<file path="src/sv/i2a_pkg.sv">
`default_nettype none

package i2a_pkg;

  // field widths
  localparam int unsigned VALUE_W        = 64;
  localparam int unsigned NUM_DEC_DIGITS = 20;
  localparam int unsigned NUM_HEX_DIGITS = 16;

  // command codes
  localparam logic [1:0] CMD_DEC = 2'd0;
  localparam logic [1:0] CMD_HEX = 2'd1;
  localparam logic [1:0] CMD_PTR = 2'd2;
  localparam logic [1:0] CMD_BAD = 2'd3;

  // ascii characters
  localparam logic [7:0] CH_ZERO  = 8'h30;
  localparam logic [7:0] CH_A     = 8'h61;
  localparam logic [7:0] CH_X     = 8'h78;
  localparam logic [7:0] CH_SPACE = 8'h20;
  localparam logic [7:0] CH_MINUS = 8'h2d;
  localparam logic [7:0] CH_NUL   = 8'h00;

  typedef logic [3:0] digit_t;

  // control of the bcd cell row
  typedef struct packed {
    logic clr;
    logic shift;
    logic serial_bit;
  } chain_ctrl_t;

  // digit value to lower-case ascii
  function automatic logic [7:0] digit_char(input digit_t d);
    logic [7:0] c;
    if (d < 4'd10) begin
      c = CH_ZERO + {4'd0, d};
    end else begin
      c = CH_A + {4'd0, d} - 8'd10;
    end
    return c;
  endfunction

endpackage

`default_nettype wire

</file>
<file path="src/sv/i2a_bcd_cell.sv">
`default_nettype none

module i2a_bcd_cell
  import i2a_pkg::*;
(
  input  wire logic   clk_i,
  input  wire logic   rst_ni,
  input  wire logic   clr_i,
  input  wire logic   shift_i,
  input  wire logic   bit_i,
  output digit_t      digit_o
);

  digit_t digit_q, digit_d;
  digit_t adj;

  // add three when the digit would overflow on doubling
  always_comb begin
    adj     = (digit_q >= 4'd5) ? digit_q + 4'd3 : digit_q;
    digit_d = digit_q;
    if (clr_i) begin
      digit_d = '0;
    end else if (shift_i) begin
      digit_d = {adj[2:0], bit_i};
    end
  end

  always_ff @(posedge clk_i or negedge rst_ni) begin
    if (!rst_ni) begin
      digit_q <= '0;
    end else begin
      digit_q <= digit_d;
    end
  end

  assign digit_o = digit_q;

endmodule

`default_nettype wire

</file>
<file path="src/sv/i2a_bcd_chain.sv">
`default_nettype none

module i2a_bcd_chain
  import i2a_pkg::*;
(
  input  wire logic        clk_i,
  input  wire logic        rst_ni,
  input  wire chain_ctrl_t ctrl_i,
  output digit_t           digits_o [NUM_DEC_DIGITS]
);

  logic carry [NUM_DEC_DIGITS];

  // each cell takes the carry of its lower neighbour, the first one the binary bit
  for (genvar i = 0; i < NUM_DEC_DIGITS; i++) begin : g_cell
    if (i == 0) begin : g_first
      assign carry[i] = ctrl_i.serial_bit;
    end else begin : g_next
      assign carry[i] = (digits_o[i-1] >= 4'd5);
    end

    i2a_bcd_cell u_cell (
      .clk_i   (clk_i),
      .rst_ni  (rst_ni),
      .clr_i   (ctrl_i.clr),
      .shift_i (ctrl_i.shift),
      .bit_i   (carry[i]),
      .digit_o (digits_o[i])
    );
  end

endmodule

`default_nettype wire

</file>
<file path="src/sv/integer_to_ascii_formatter_top.sv">
`default_nettype none

// channel | handshake              | payload
// --------+------------------------+-------------------------------------------
// in      | in_valid_i, in_ready_o | command_i, value_i, zero_pad_i,
//         |                        | pad_width_i, room_i
// out     | out_valid_o, out_ready_i | character_o, last_o, error_o
//
// decimal items are shifted through the bcd cell row (one bit per cycle) in
// ST_CONV, other items skip it; ST_LEN then sizes the field, and ST_EMIT
// sends one character a cycle unless stalled; an error item sends one nul.
// the next item is taken once the last beat sits in the output register.
// a stalled output holds the character sequencer; reset is asynchronous.

module integer_to_ascii_formatter_top
  import i2a_pkg::*;
#(
  parameter int unsigned MAX_PAD_WIDTH = 62
) (
  input  wire logic         clk_i,
  input  wire logic         rst_ni,
  input  wire logic         in_valid_i,
  output logic              in_ready_o,
  input  wire logic [1:0]   command_i,
  input  wire logic [63:0]  value_i,
  input  wire logic         zero_pad_i,
  input  wire logic [5:0]   pad_width_i,
  input  wire logic [7:0]   room_i,
  output logic              out_valid_o,
  input  wire logic         out_ready_i,
  output logic [7:0]        character_o,
  output logic              last_o,
  output logic              error_o
);

  localparam logic [5:0] MaxPad = 6'(MAX_PAD_WIDTH);

  typedef enum logic [1:0] {
    ST_IDLE,
    ST_CONV,
    ST_LEN,
    ST_EMIT
  } state_e;

  state_e            state_q, state_d;
  logic [1:0]        cmd_q, cmd_d;
  logic              neg_q, neg_d;
  logic              zp_q, zp_d;
  logic [5:0]        pw_q, pw_d;
  logic [7:0]        room_q, room_d;
  logic [VALUE_W-1:0] mag_q, mag_d;
  logic [5:0]        cnt_q, cnt_d;
  logic [6:0]        total_q, total_d;
  logic [6:0]        b1_q, b1_d;
  logic [6:0]        b2_q, b2_d;
  logic [6:0]        pfx_q, pfx_d;
  logic [6:0]        pos_q, pos_d;
  logic [4:0]        dig_idx_q, dig_idx_d;
  logic              err_q, err_d;
  logic              out_valid_q, out_valid_d;
  logic [7:0]        char_q, char_d;
  logic              last_q, last_d;
  logic              error_q, error_d;

  chain_ctrl_t       chain_ctrl;
  digit_t            bcd [NUM_DEC_DIGITS];

  logic [4:0]        ndig;
  logic [1:0]        plen;
  logic [6:0]        total;
  logic [6:0]        npad;
  logic [6:0]        span;
  digit_t            cur_nib;
  logic [7:0]        pfx_char;
  logic [7:0]        seg_char;
  logic              load;

  i2a_bcd_chain u_chain (
    .clk_i    (clk_i),
    .rst_ni   (rst_ni),
    .ctrl_i   (chain_ctrl),
    .digits_o (bcd)
  );

  // significant digit count, at least one
  always_comb begin
    ndig = 5'd1;
    if (cmd_q == CMD_DEC) begin
      for (int i = 1; i < NUM_DEC_DIGITS; i++) begin
        if (bcd[i] != '0) ndig = 5'(i + 1);
      end
    end else begin
      for (int i = 1; i < NUM_HEX_DIGITS; i++) begin
        if (mag_q[4*i +: 4] != '0) ndig = 5'(i + 1);
      end
    end
  end

  // field length and padding
  always_comb begin
    plen = neg_q ? 2'd1 : ((cmd_q == CMD_PTR) ? 2'd2 : 2'd0);
    span = {2'd0, ndig} + {5'd0, plen};
    if (cmd_q == CMD_PTR) begin
      total = 7'd2 + ((ndig > pw_q[4:0] && pw_q[5] == 1'b0) ? {2'd0, ndig} : {1'b0, pw_q});
    end else begin
      total = (span > {1'b0, pw_q}) ? span : {1'b0, pw_q};
    end
    npad = total - span;
  end

  // current character
  always_comb begin
    if (cmd_q == CMD_DEC) begin
      cur_nib = bcd[dig_idx_q];
    end else begin
      cur_nib = mag_q[{dig_idx_q[3:0], 2'b00} +: 4];
    end
    if (cmd_q == CMD_PTR) begin
      pfx_char = (pos_q == pfx_q) ? CH_ZERO : CH_X;
    end else begin
      pfx_char = CH_MINUS;
    end
    if (pos_q < b1_q) begin
      seg_char = zp_q ? pfx_char : CH_SPACE;
    end else if (pos_q < b2_q) begin
      seg_char = zp_q ? CH_ZERO : pfx_char;
    end else begin
      seg_char = digit_char(cur_nib);
    end
  end

  // sequencer
  always_comb begin
    state_d     = state_q;
    cmd_d       = cmd_q;
    neg_d       = neg_q;
    zp_d        = zp_q;
    pw_d        = pw_q;
    room_d      = room_q;
    mag_d       = mag_q;
    cnt_d       = cnt_q;
    total_d     = total_q;
    b1_d        = b1_q;
    b2_d        = b2_q;
    pfx_d       = pfx_q;
    pos_d       = pos_q;
    dig_idx_d   = dig_idx_q;
    err_d       = err_q;
    out_valid_d = out_valid_q;
    char_d      = char_q;
    last_d      = last_q;
    error_d     = error_q;

    in_ready_o       = (state_q == ST_IDLE);
    chain_ctrl.clr        = 1'b0;
    chain_ctrl.shift      = (state_q == ST_CONV);
    chain_ctrl.serial_bit = mag_q[VALUE_W-1];
    load             = (state_q == ST_EMIT) && (!out_valid_q || out_ready_i);

    if (out_valid_q && out_ready_i) out_valid_d = 1'b0;

    unique case (state_q)
      ST_IDLE: begin
        if (in_valid_i) begin
          chain_ctrl.clr = 1'b1;
          cmd_d  = command_i;
          neg_d  = (command_i == CMD_DEC) && value_i[VALUE_W-1];
          mag_d  = ((command_i == CMD_DEC) && value_i[VALUE_W-1]) ? (~value_i + 64'd1)
                                                                  : value_i;
          zp_d   = zero_pad_i;
          pw_d   = (pad_width_i > MaxPad) ? MaxPad : pad_width_i;
          room_d = room_i;
          cnt_d  = '0;
          state_d = (command_i == CMD_DEC) ? ST_CONV : ST_LEN;
        end
      end
      ST_CONV: begin
        mag_d = {mag_q[VALUE_W-2:0], 1'b0};
        cnt_d = cnt_q + 6'd1;
        if (&cnt_q) state_d = ST_LEN;
      end
      ST_LEN: begin
        total_d   = total;
        err_d     = (cmd_q == CMD_BAD) || ({1'b0, total} > room_q);
        b1_d      = zp_q ? {5'd0, plen} : npad;
        b2_d      = npad + {5'd0, plen};
        pfx_d     = zp_q ? 7'd0 : npad;
        pos_d     = '0;
        dig_idx_d = ndig - 5'd1;
        state_d   = ST_EMIT;
      end
      ST_EMIT: begin
        if (load) begin
          out_valid_d = 1'b1;
          if (err_q) begin
            char_d  = CH_NUL;
            last_d  = 1'b1;
            error_d = 1'b1;
            state_d = ST_IDLE;
          end else begin
            char_d  = seg_char;
            last_d  = (pos_q == total_q - 7'd1);
            error_d = 1'b0;
            pos_d   = pos_q + 7'd1;
            if (pos_q >= b2_q) dig_idx_d = dig_idx_q - 5'd1;
            if (pos_q == total_q - 7'd1) state_d = ST_IDLE;
          end
        end
      end
      default: state_d = ST_IDLE;
    endcase
  end

  always_ff @(posedge clk_i or negedge rst_ni) begin
    if (!rst_ni) begin
      state_q     <= ST_IDLE;
      cmd_q       <= CMD_DEC;
      neg_q       <= 1'b0;
      zp_q        <= 1'b0;
      pw_q        <= '0;
      room_q      <= '0;
      mag_q       <= '0;
      cnt_q       <= '0;
      total_q     <= '0;
      b1_q        <= '0;
      b2_q        <= '0;
      pfx_q       <= '0;
      pos_q       <= '0;
      dig_idx_q   <= '0;
      err_q       <= 1'b0;
      out_valid_q <= 1'b0;
      char_q      <= '0;
      last_q      <= 1'b0;
      error_q     <= 1'b0;
    end else begin
      state_q     <= state_d;
      cmd_q       <= cmd_d;
      neg_q       <= neg_d;
      zp_q        <= zp_d;
      pw_q        <= pw_d;
      room_q      <= room_d;
      mag_q       <= mag_d;
      cnt_q       <= cnt_d;
      total_q     <= total_d;
      b1_q        <= b1_d;
      b2_q        <= b2_d;
      pfx_q       <= pfx_d;
      pos_q       <= pos_d;
      dig_idx_q   <= dig_idx_d;
      err_q       <= err_d;
      out_valid_q <= out_valid_d;
      char_q      <= char_d;
      last_q      <= last_d;
      error_q     <= error_d;
    end
  end

  assign out_valid_o = out_valid_q;
  assign character_o = char_q;
  assign last_o      = last_q;
  assign error_o     = error_q;

endmodule

`default_nettype wire
</file>
<file path="config.mk">
export PLATFORM = sky130hd
export DESIGN_NAME = integer_to_ascii_formatter_top
export DESIGN_NICKNAME = d
export VERILOG_FILES = /design/src/sv/i2a_pkg.sv /design/src/sv/i2a_bcd_cell.sv /design/src/sv/i2a_bcd_chain.sv /design/src/sv/integer_to_ascii_formatter_top.sv
export SDC_FILE = /design/constraint.sdc
export NUM_CORES = 1
export LEC_CHECK = 0
export BUFFER_PORTS_ARGS = -buffer_cell sky130_fd_sc_hd__buf_2
export CORE_MARGIN = 2
export CORE_UTILIZATION = 50
export CTS_BUF_LIST = sky130_fd_sc_hd__clkbuf_8
export CTS_CLUSTER_SIZE = 30
export DETAILED_ROUTE_END_ITERATION = 12
export GPL_ROUTABILITY_DRIVEN = 0
export PLACE_DENSITY = 0.78
export SLEW_MARGIN = 10
export SYNTH_ARGS = -nofsm -noshare
export SYNTH_HDL_FRONTEND = slang
export SYNTH_SLANG_ARGS = --single-unit
</file>
<file path="constraint.sdc">
create_clock -name clk_i -period 7.74 [get_ports clk_i]
set_input_delay 0 -clock clk_i [delete_from_list [all_inputs] [get_ports clk_i]]
set_output_delay 0 -clock clk_i [all_outputs]
set_load 0.03 [all_outputs]
</file>
# After elaboration in Yosys (flattened, before gate mapping)
# Cells that the tools add are included.
word_totals:
  reg_bits: 222
  in_bits: 85
  word_cells: 313
classes:
  addsub: 33
  order_cmp: 29
  eq_ne: 13
  shift: 1
  n_mux: 141
  n_bitwise: 3
  n_reduce_logical: 54
op_table:
  columns: ["operator", "count"]
  rows:
  - ["2-to-1 mux 5 bit", 36]
  - ["2-to-1 mux 4 bit", 43]
  - ["nonzero test 4 bit", 34]
  - ["2-to-1 mux 64 bit", 2]
  - ["case mux 64 bit (2 select lines)", 1]
  - [">= comparator 4 x 3 -> 1 bit, second input constant", 20]
  - ["adder 64 x 1 -> 64 bit, second input constant", 1]
  - ["inverter 64 bit", 1]
  - ["variable part select 64 x 7 -> 4 bit", 1]
  - ["adder 3 x 2 -> 3 bit, second input constant", 20]
  - ["2-to-1 mux 3 bit", 20]
  - ["2-to-1 mux 7 bit", 7]
  - ["2-to-1 mux 8 bit", 6]
  - ["2-to-1 mux 6 bit", 4]
  - ["binary-select mux 4 bit (select 5 bit)", 1]
  - ["2-to-1 mux 2 bit", 10]
  - ["== test 7 bit", 2]
  - ["less-than comparator 7 bit", 2]
  - ["case mux 7 bit (2 select lines)", 1]
  - ["case mux 6 bit (2 select lines)", 1]
  - ["case mux 5 bit (2 select lines)", 1]
  - ["subtractor 5 x 1 -> 5 bit, second input constant", 2]
  - ["adder 7 x 4 -> 8 bit, first input constant", 1]
  - ["== test 2 bit, second input constant", 4]
  - ["other kinds (33)", 53]

# Longest topological paths before layout
# Gate-level depths: netlist (run 1).
depth:
  word_depth: 28
  ltp_mapped: 29

# Modules after synthesis
# From an unflattened synthesis (run 1), not the netlist that was laid out.
hier_totals:
  hier_cells: 1748
  area_unflattened_um2: 16007.9
modules_own_cells:
  columns: ["module", "instances", "cells_per_inst", "area_each_um2"]
  rows:
  - ["integer_to_ascii_formatter_top", 1, 1250, 10989.3]
  - ["i2a_bcd_cell", 20, 23, 240.2]
  - ["i2a_bcd_chain", 1, 38, 214.0]

# Worst setup path after synthesis (run 1)
# No wires, ideal clock.
synth_timing:
  kind: "flip-flop to flip-flop"
  start: "register u_chain.g_cell[8].u_cell.digit_q[0]"
  end: "register b2_q[6]"
  t_arrival_ns: 5.722
  required_ns: 7.598
  setup_slack_ns: 1.875
  path_stages_with_launch: 27
  n_path_buf: 0
  period_less_slack_ns: 5.865
  cell_sequence: "dfrtp_1 -> inv_1 -> ha_1 -> or3b_2 -> o211a_1 -> a211o_1 -> a21oi_1 -> or2_2 -> ha_1 -> a21o_1 -> nand2_1 -> xnor2_1 -> ha_1 -> o21ai_0 -> a21o_1 -> a21oi_1 -> a21oi_1 -> mux2i_1 -> ha_1 -> nor2b_1 -> o21a_1 -> o21ai_0 -> a21oi_1 -> a2111oi_0 -> nor2_1 -> nand3_1 -> o221ai_1"
synth_via:
  elab_chain_len: 21
synth_rtl:
  columns: ["item", "line_no", "rtl"]
  rows:
  - ["start: declaration", "i2a_bcd_cell.sv:14", "digit_t digit_q, digit_d;"]
  - ["start signal: assignment", "i2a_bcd_cell.sv:32", "digit_q <= digit_d;"]
  - ["nonzero test 4 bit (*)", "integer_to_ascii_formatter_top.sv:90", "if (bcd[i] != '0) ndig = 5'(i + 1);"]
  - ["2-to-1 mux 5 bit (*) (12 in a row)", "integer_to_ascii_formatter_top.sv:90", null]
  - ["2-to-1 mux 5 bit (*)", "integer_to_ascii_formatter_top.sv:88", "if (cmd_q == CMD_DEC) begin"]
  - ["greater-than comparator 5 bit", "integer_to_ascii_formatter_top.sv:104", "total = 7'd2 + ((ndig > pw_q[4:0] && pw_q[5] == 1'b0) ? {2'd0, ndig} : {1'b0, pw_q});"]
  - ["logical AND 1 bit", "integer_to_ascii_formatter_top.sv:104", null]
  - ["2-to-1 mux 6 bit", "integer_to_ascii_formatter_top.sv:104", null]
  - ["adder 2 x 6 -> 7 bit", "integer_to_ascii_formatter_top.sv:104", null]
  - ["2-to-1 mux 7 bit (*)", "integer_to_ascii_formatter_top.sv:103", "if (cmd_q == CMD_PTR) begin"]
  - ["net total[1]", "integer_to_ascii_formatter_top.sv:70", "logic [6:0] total;"]
  - ["subtractor 7 x 6 -> 7 bit (*)", "integer_to_ascii_formatter_top.sv:108", "npad = total - span;"]
  - ["adder 7 x 2 -> 7 bit (*)", "integer_to_ascii_formatter_top.sv:186", "b2_d = npad + {5'd0, plen};"]
  - ["end signal: assignment", "integer_to_ascii_formatter_top.sv:226", "b2_q <= '0;"]
  - ["end signal: assignment", "integer_to_ascii_formatter_top.sv:246", "b2_q <= b2_d;"]
  - ["end: declaration", "integer_to_ascii_formatter_top.sv:55", "logic [6:0] b2_q, b2_d;"]
# Mark *: on every way through the listed nets, which the timed path passes. The rest lies on a longest branch.
# A chain may end at the register's enable or synchronous reset.

# Final worst setup path (run 1)
layout_timing:
  start: "register mag_q[40]"
  end: "register b2_q[6]"
layout_via:
  elab_chain_len: 15
layout_rtl:
  columns: ["item", "line_no", "rtl"]
  rows:
  - ["start: declaration", "integer_to_ascii_formatter_top.sv:51", "logic [VALUE_W-1:0] mag_q, mag_d;"]
  - ["start signal: assignment", "integer_to_ascii_formatter_top.sv:242", "mag_q <= mag_d;"]
  - ["nonzero test 4 bit (*)", "integer_to_ascii_formatter_top.sv:94", "if (mag_q[4*i +: 4] != '0) ndig = 5'(i + 1);"]
  - ["2-to-1 mux 5 bit (*) (6 in a row)", "integer_to_ascii_formatter_top.sv:94", null]
  - ["2-to-1 mux 5 bit (*)", "integer_to_ascii_formatter_top.sv:88", null]
  - ["greater-than comparator 5 bit", "integer_to_ascii_formatter_top.sv:104", null]
  - ["logical AND 1 bit", "integer_to_ascii_formatter_top.sv:104", null]
  - ["2-to-1 mux 6 bit", "integer_to_ascii_formatter_top.sv:104", null]
  - ["adder 2 x 6 -> 7 bit", "integer_to_ascii_formatter_top.sv:104", null]
  - ["2-to-1 mux 7 bit (*)", "integer_to_ascii_formatter_top.sv:103", null]
  - ["net total[1]", "integer_to_ascii_formatter_top.sv:70", null]
  - ["subtractor 7 x 6 -> 7 bit (*)", "integer_to_ascii_formatter_top.sv:108", null]
  - ["adder 7 x 2 -> 7 bit (*)", "integer_to_ascii_formatter_top.sv:186", null]
# Marked as above.

==> results.txt, run 1 <==
Status: complete, no violations
Post-CTS setup buffer count: 0
Final core utilization: 58.38%
Final Hold Viols: 0
Post-Synthesis Cells: 1,777
Period utilization: 92.77%
Row count: 64
Nets: 2,103
Power Density: 466.8 nW/um^2
Global-route usage over all layers: 25.81%
Final ANT Viol Nets: 0
Share of cells above drive strength 1: 12.65%
Residual DRC: 0
Slowest cell on crit path: a2111oi_0
H-tree Lvls: 2
Area of the mapped netlist: 15,570 um^2
Routed vias: 14,140
Post-synthesis adder-cell area fraction: 7.859%
Slowest Stage Delay on Critical Path: 0.94 ns
Via density: 6.038
CTS tree: yes
Compound-Gate Fraction of Synth Area: 17.51%
Starting density of the core: 50.90%
Worst-path cell chain: nor4_1 > nor2b_1 > o21ai_0 > o21ai_0 > a21o_1 > ha_1 > fa_1 > a31oi_1 > inv_1 > ha_1 > o21ai_0 > a21o_1 > a21oi_1 > a21oi_1 > mux2i_1 > ha_1 > nor2b_1 > o21a_1 > o21ai_0 > a21oi_1 > a2111oi_0 > o21ai_0 > o221ai_1
Worst R2R End: b2_q[6]
Antenna violations before repair: 1
Slew @ Worst Pin: 1.102 ns
Synthesis-to-layout area growth: 14.69%
Clock transition at path regs: 0.06 ns
Crit Path Category: flip-flop to flip-flop
Synth Area in XOR/XNOR: 6.356%
Total power: 8335 uW
Port buffer count: 95
Main combinational cell family by area after synthesis: simple AND/OR/NAND/NOR gates
Routed len/inst: 18.30 um
Ys Warns: 0
Hpwl dp: 29.04 mm
Final critical-path required period: 7.180 ns
Total iterations of the first detailed-routing run: 7
Die Area: 32,570 um^2
Worst skew pair latency: 0.56 ns
Critical path depth: 23
Worst Path Buf+Inv: 1
Startpoint types: flip-flop
Top Ports: 97
Hold WC Path Type: primary input to flip-flop
Most used cell, CP: o21ai_0
Clock Skew: 0.04567 ns
Grt total ovfl: 0
R2r setup slk: 0.56 ns
Seq/Total Area, Yosys: 34.72%
CP required: 8.19 ns
Synth Flop Type: dfrtp_1
Top Family by Delay on Critical Path: compound AO/OA/AOI/OAI gates
FF-to-FF path depth: 23
CTS resizes: 0
Die Wd: 180.5 um
WL final: 42.87 mm
EDFF count, synth: 0
Critical Path Source: mag_q[40]
Number of synthesized register bits: 216
First-pass GRT wire length: 69.98 mm
Final setup vio count: 0
Simple-Gate Fraction of Synth Area: 19.17%
Critical path peak fanout: 9
Post-synthesis mux area share: 9.233%
CTS sink count: 216
Crit path to: b2_q[6]
Root buffer cell: clkbuf_8
Maximum operating frequency: 0.1393 GHz
TritonCTS Buffers: 40
Vias in the first global route: 13,936
RSZ-0062 raised after global routing: false
Post-synth cell types: 82
DR iter-0 viols: 1,174
Setup TNS: 0 ns
Mean post-synth cell area: 8.762 um^2
Slew headroom: 24.63%
Reg2reg start: mag_q[40]
Largest net degree at the start of global routing: 109
Leakage: 0.007867 uW
Max cap viols: 0
CTS max path bufs: 3
Max VDD drop: 0.3306 mV
Async SR Flop Fraction: 100.0%
Die Y: 180.5 um
Data arrival, critical path: 7.63 ns
Pins Over Slew Limit: 0
Total core area: 30,590 um^2
Critical Path Sink Type: flip-flop
-- layer usage --
metal | up-vias | part of all wire, % | routed length [um] | GRT usage [%]
met4 | 0 | 3.6 | 1561 | 10.32
li1 | 6611 | - | - | -
met3 | 133 | 7.5 | 3211 | 4.810
met2 | 614 | 47 | 20160 | 42.41
met1 | 6782 | 42 | 17930 | 33.73
met5 | - | 0 | 0 | 0
-- cells in the final DEF, fill, tap and decap left out, drive strengths merged, types with 37 or more instances in the layout --
cell	synthesis	layout
a211oi	37	37
nor2	187	187
mux2i	52	52
nand2b	39	39
nand2	185	185
a21oi	151	151
dlygate4sd3	0	87
inv	97	110
buf	29	106
clkbuf	63	47
ha	93	93
nand3	45	45
o21ai	154	154
xor2	45	45
xnor2	68	68
dfrtp	216	216
-- cell usage after synthesis, types with 45 or more instances --
master    number  area, um^2
a21oi_1      150       750.7
clkbuf_1      60       225.2
dfrtp_1      216        5405
ha_1          93        1164
inv_1         97       364.1
mux2i_1       51       510.5
nand2_1      185       694.4
nand3_1       45       225.2
nor2_1       187       701.9
o21ai_0      139       695.7
xnor2_1       68       595.6
xor2_1        45       394.1
-- how the worst min path moves through the flow --
stage	from	endpoint	slack, ns	depth (start not counted)
after floorplan	rst_ni	b1_q[0]	-0.30	0
after global placement	rst_ni	pos_q[6]	0.08	1
after detailed placement	rst_ni	b2_q[3]	0.08	1
after CTS	value_i[1]	mag_q[1]	0.009	5
after global routing	value_i[1]	mag_q[1]	0.08	5
final	value_i[1]	mag_q[1]	0.02	5
-- report_power, final --
group,switching [uW],internal (uW)
registers,588,1640
clock network,490,571
logic,2960,2080
-- per-stage QoR --
stage	hold WS (ns)	instance area (um^2)	instances	worst slack [ns]
2_1_floorplan	-0.2956	15570	1778	1.875
3_3_place_gp	0.07752	16240	2189	1.245
3_5_place_dp	0.07980	16240	2189	0.8444
4_1_cts	0.008787	17850	2341	0.8024
5_1_grt	0.08042	17850	2341	0.1100
6_report	0.01592	17860	2342	0.5599
-- kinds of logic (layout without fill, tap and decap cells) --
kind of cell / Yosys count / after routing
buffers and inverters: 190 / 357
other: 2 / 4
muxes: 96 / 96
adders and majority gates: 96 / 96
AOI/OAI and AO/OA: 450 / 450
xor gates and xnor gates: 113 / 113
DFF: 216 / 216
and+or+nand+nor: 614 / 614
-- final cells by class --
cell class,instances,area (um^2)
Fill cell,2594,12730
Multi-Input combinational cell,1372,9395
Sequential cell,216,5406
Timing Repair Buffer,194,1445
Clock buffer,46,633.1
Tap cell,396,495.5
Inverter,98,367.9
Clock inverter,19,111.4
Antenna cell,1,2.502
-- tightest hold or removal path: cells and delay by family --
kind            cells  cell delay, ns
compound gates      2            0.23
buf+inv             2            0.18
simple gates        1            0.11
-- state kept, by name, summed over array words and instances, names as in the netlist --
signal,cells
b1_q,7
b2_q,7
character_o,7
cmd_q,2
cnt_q,6
dig_idx_q,5
err_q,1
error_o,1
last_o,1
mag_q,64
neg_q,1
out_valid_o,1
pfx_q,2
pos_q,7
pw_q,6
room_q,8
state_q,2
total_q,7
u_chain.g_cell.u_cell.digit_o,80
zp_q,1
-- repair_timing --
| item | CTS | global route |
|---|---|---|
| setup endpoints to repair | 0 | 0 |
| hold endpoints to repair | 166 | 0 |
| hold buffers | 87 | 0 |
Note: power is estimated with default switching activity, not from simulation.
==> run 2: changes to the inputs <==
--- a/config.mk
+++ b/config.mk
@@ -7,12 +7,12 @@
 export LEC_CHECK = 0
 export BUFFER_PORTS_ARGS = -buffer_cell sky130_fd_sc_hd__buf_2
 export CORE_MARGIN = 2
-export CORE_UTILIZATION = 50
+export CORE_UTILIZATION = 60
 export CTS_BUF_LIST = sky130_fd_sc_hd__clkbuf_8
 export CTS_CLUSTER_SIZE = 30
 export DETAILED_ROUTE_END_ITERATION = 12
 export GPL_ROUTABILITY_DRIVEN = 0
-export PLACE_DENSITY = 0.78
+export PLACE_DENSITY = 0.89
 export SLEW_MARGIN = 10
 export SYNTH_ARGS = -nofsm -noshare
 export SYNTH_HDL_FRONTEND = slang
==> results.txt, run 2 (synthesis results as in run 1) <==
Starting density of the core: 61.48%
Total iterations of the first detailed-routing run: 8
Setup TNS: 0 ns
Grt total ovfl: 0
Critical path depth: 25
Critical Path Source: u_chain.g_cell[10].u_cell.digit_o[0]
Cells after DPL: 2,124
Sw frac: 49.26%
First-pass GRT wire length: 75.74 mm
Antenna violations before repair: 3
Worst Path Buf+Inv: 2
Startpoint types: flip-flop
Top Ports: 97
Data arrival, critical path: 7.61 ns
WL final: 46.21 mm
Int Power: 4333 uW
Clock Skew: 0.02660 ns
Synthesis-to-layout area growth: 15.12%
Root buffer cell: clkbuf_8
Sequential Power Share: 26.0%
Slowest Stage Delay on Critical Path: 0.78 ns
Crit path to: b2_q[6]
Die Y: 165.1 um
Total core area: 25,330 um^2
Fillers: 1,686
Maximum operating frequency: 0.1395 GHz
FF-to-FF path depth: 25
Hpwl dp: 28.63 mm
Via density: 6.541
Residual DRC: 0
Comb power frac: 61.8%
Clock share of power: 12.2%
Reg2reg start: u_chain.g_cell[10].u_cell.digit_o[0]
Slowest cell on crit path: a2111oi_1
Power Density: 476.4 nW/um^2
RSZ-0062 raised after global routing: false
Largest net degree at the start of global routing: 97
CP required: 8.19 ns
Commonest cells after routing, fill and taps aside: dfrtp_1 (215), nor2_1 (186), nand2_1 (185)
Row count: 58
Crit Path Category: flip-flop to flip-flop
Max cap viols: 0
Post-CTS setup buffer count: 0
Status: complete, no violations
Die Area: 27,250 um^2
Final Hold Viols: 0
Most common cell after layout, fill and taps aside: dfrtp_1
Hold WC Path Type: primary input to async pin
Top Family by Delay on Critical Path: compound AO/OA/AOI/OAI gates
Critical Path Sink Type: flip-flop
Vias in the first global route: 14,966
Switching pwr: 4207 uW
R2r setup slk: 0.57 ns
Final setup vio count: 0
TritonCTS Buffers: 37
H-tree Lvls: 2
Share of cells above drive strength 1: 12.61%
Max FFs per register: 80
CTS tree: yes
Routed len/inst: 20.15 um
Pins Over Slew Limit: 0
Slew @ Worst Pin: 1.197 ns
Slew headroom: 18.13%
Clock transition at path regs: 0.08 ns
Die Wd: 165.1 um
Worst R2R End: b2_q[6]
Routed vias: 14,999
Global-route usage over all layers: 34.83%
Period utilization: 92.59%
Port buffer count: 95
Critical path peak fanout: 9
DR iter-0 viols: 1,786
Nets: 2,116
Final critical-path required period: 7.166 ns
CTS sink count: 216
CTS max path bufs: 3
Worst skew pair latency: 0.56 ns
Finished Layout Cells: 2,293
Final ANT Viol Nets: 0
Leakage: 0.007908 uW
Max VDD drop: 0.2520 mV
==> run 2: worst min-delay path by stage <==
| stage | start | endpoint | slack, ns | cells past startpoint |
|---|---|---|---|---|
| floorplan | rst_ni | b1_q[0] | -0.30 | 0 |
| global placement | rst_ni | b2_q[3] | 0.03 | 1 |
| detailed placement | rst_ni | b2_q[4] | 0.03 | 1 |
| CTS | rst_ni | b2_q[4] | 0.03 | 2 |
| global route | rst_ni | b2_q[5] | 0.07 | 2 |
| finish | rst_ni | room_q[3] | 0.02 | 2 |
==> run 2: final cells by class <==
| class | instances | area [um^2] | area share (%) |
|---|---|---|---|
| Clock buffer | 48 | 660.6 | 3.686 |
| Clock inverter | 15 | 66.31 | 0.3700 |
| Inverter | 98 | 367.9 | 2.052 |
| Sequential cell | 216 | 5406 | 30.16 |
| Antenna cell | 4 | 10.01 | 0.05585 |
| Multi-Input combinational cell | 1372 | 9397 | 52.43 |
| Timing Repair Buffer | 210 | 1603 | 8.942 |
| Tap cell | 330 | 412.9 | 2.304 |
==> run 2: routing by layer <==
metal  vias to the layer above  GRT usage [%]  wire [um]
li1                       6637              -          -
met1                      7133          42.96      17210
met2                       989          57.56      22010
met3                       238          7.418       4509
met4                         2          18.50       2466
met5                         -              0         13
==> run 2: worst register-to-register path, cell delays in order (launching register included) <==
cell and delay, ns:
dfrtp_1 0.40, inv_1 0.11, ha_1 0.22, nor3b_1 0.58, nor3_1 0.10, nor4_1 0.30, o21ai_0 0.19, a21o_1 0.28
ha_1 0.25, fa_1 0.43, a31oi_1 0.32, inv_1 0.08, ha_1 0.30, o21ai_0 0.10, a21o_1 0.17, a21oi_1 0.56
a21oi_1 0.15, mux2i_1 0.40, ha_1 0.32, nor2b_1 0.13, o21a_1 0.17, o21ai_0 0.22, a21oi_1 0.11, a2111oi_1 0.78
o21ai_0 0.21, o221ai_1 0.17
==> run 2: power by group through the flow <==
stage | Clock (uW) | Combinational, uW | Sequential, uW
2_1_floorplan | 0 | 3900 | 2020
3_3_place_gp | 0 | 4670 | 2160
3_5_place_dp | 0 | 4940 | 2200
4_1_cts | 1040 | 5050 | 2190
5_1_grt | 1090 | 5800 | 2280
6_report | 1040 | 5270 | 2220
==> run 2: timing repair <==
action / in CTS / in global routing
endpoints found under the setup margin: 0 / 1
resized for setup: 0 / 1
hold buffers: 102 / 0
hold endpoints to repair: 153 / 0
==> run 2: stage by stage <==
stage | total power (uW) | instance area, um^2 | hold slack, ns | worst slack, ns | utilization [%]
floorplan | 5919 | 15570 | -0.2956 | 1.875 | -
global placement | 6832 | 16160 | 0.02908 | 1.250 | 63.82
detailed placement | 7139 | 16160 | 0.03251 | 0.9335 | 63.82
CTS | 8275 | 17910 | 0.02659 | 0.7865 | 70.72
global route | 9175 | 17920 | 0.06653 | 0.2548 | 70.76
finish | 8539 | 17920 | 0.01752 | 0.5737 | 70.77
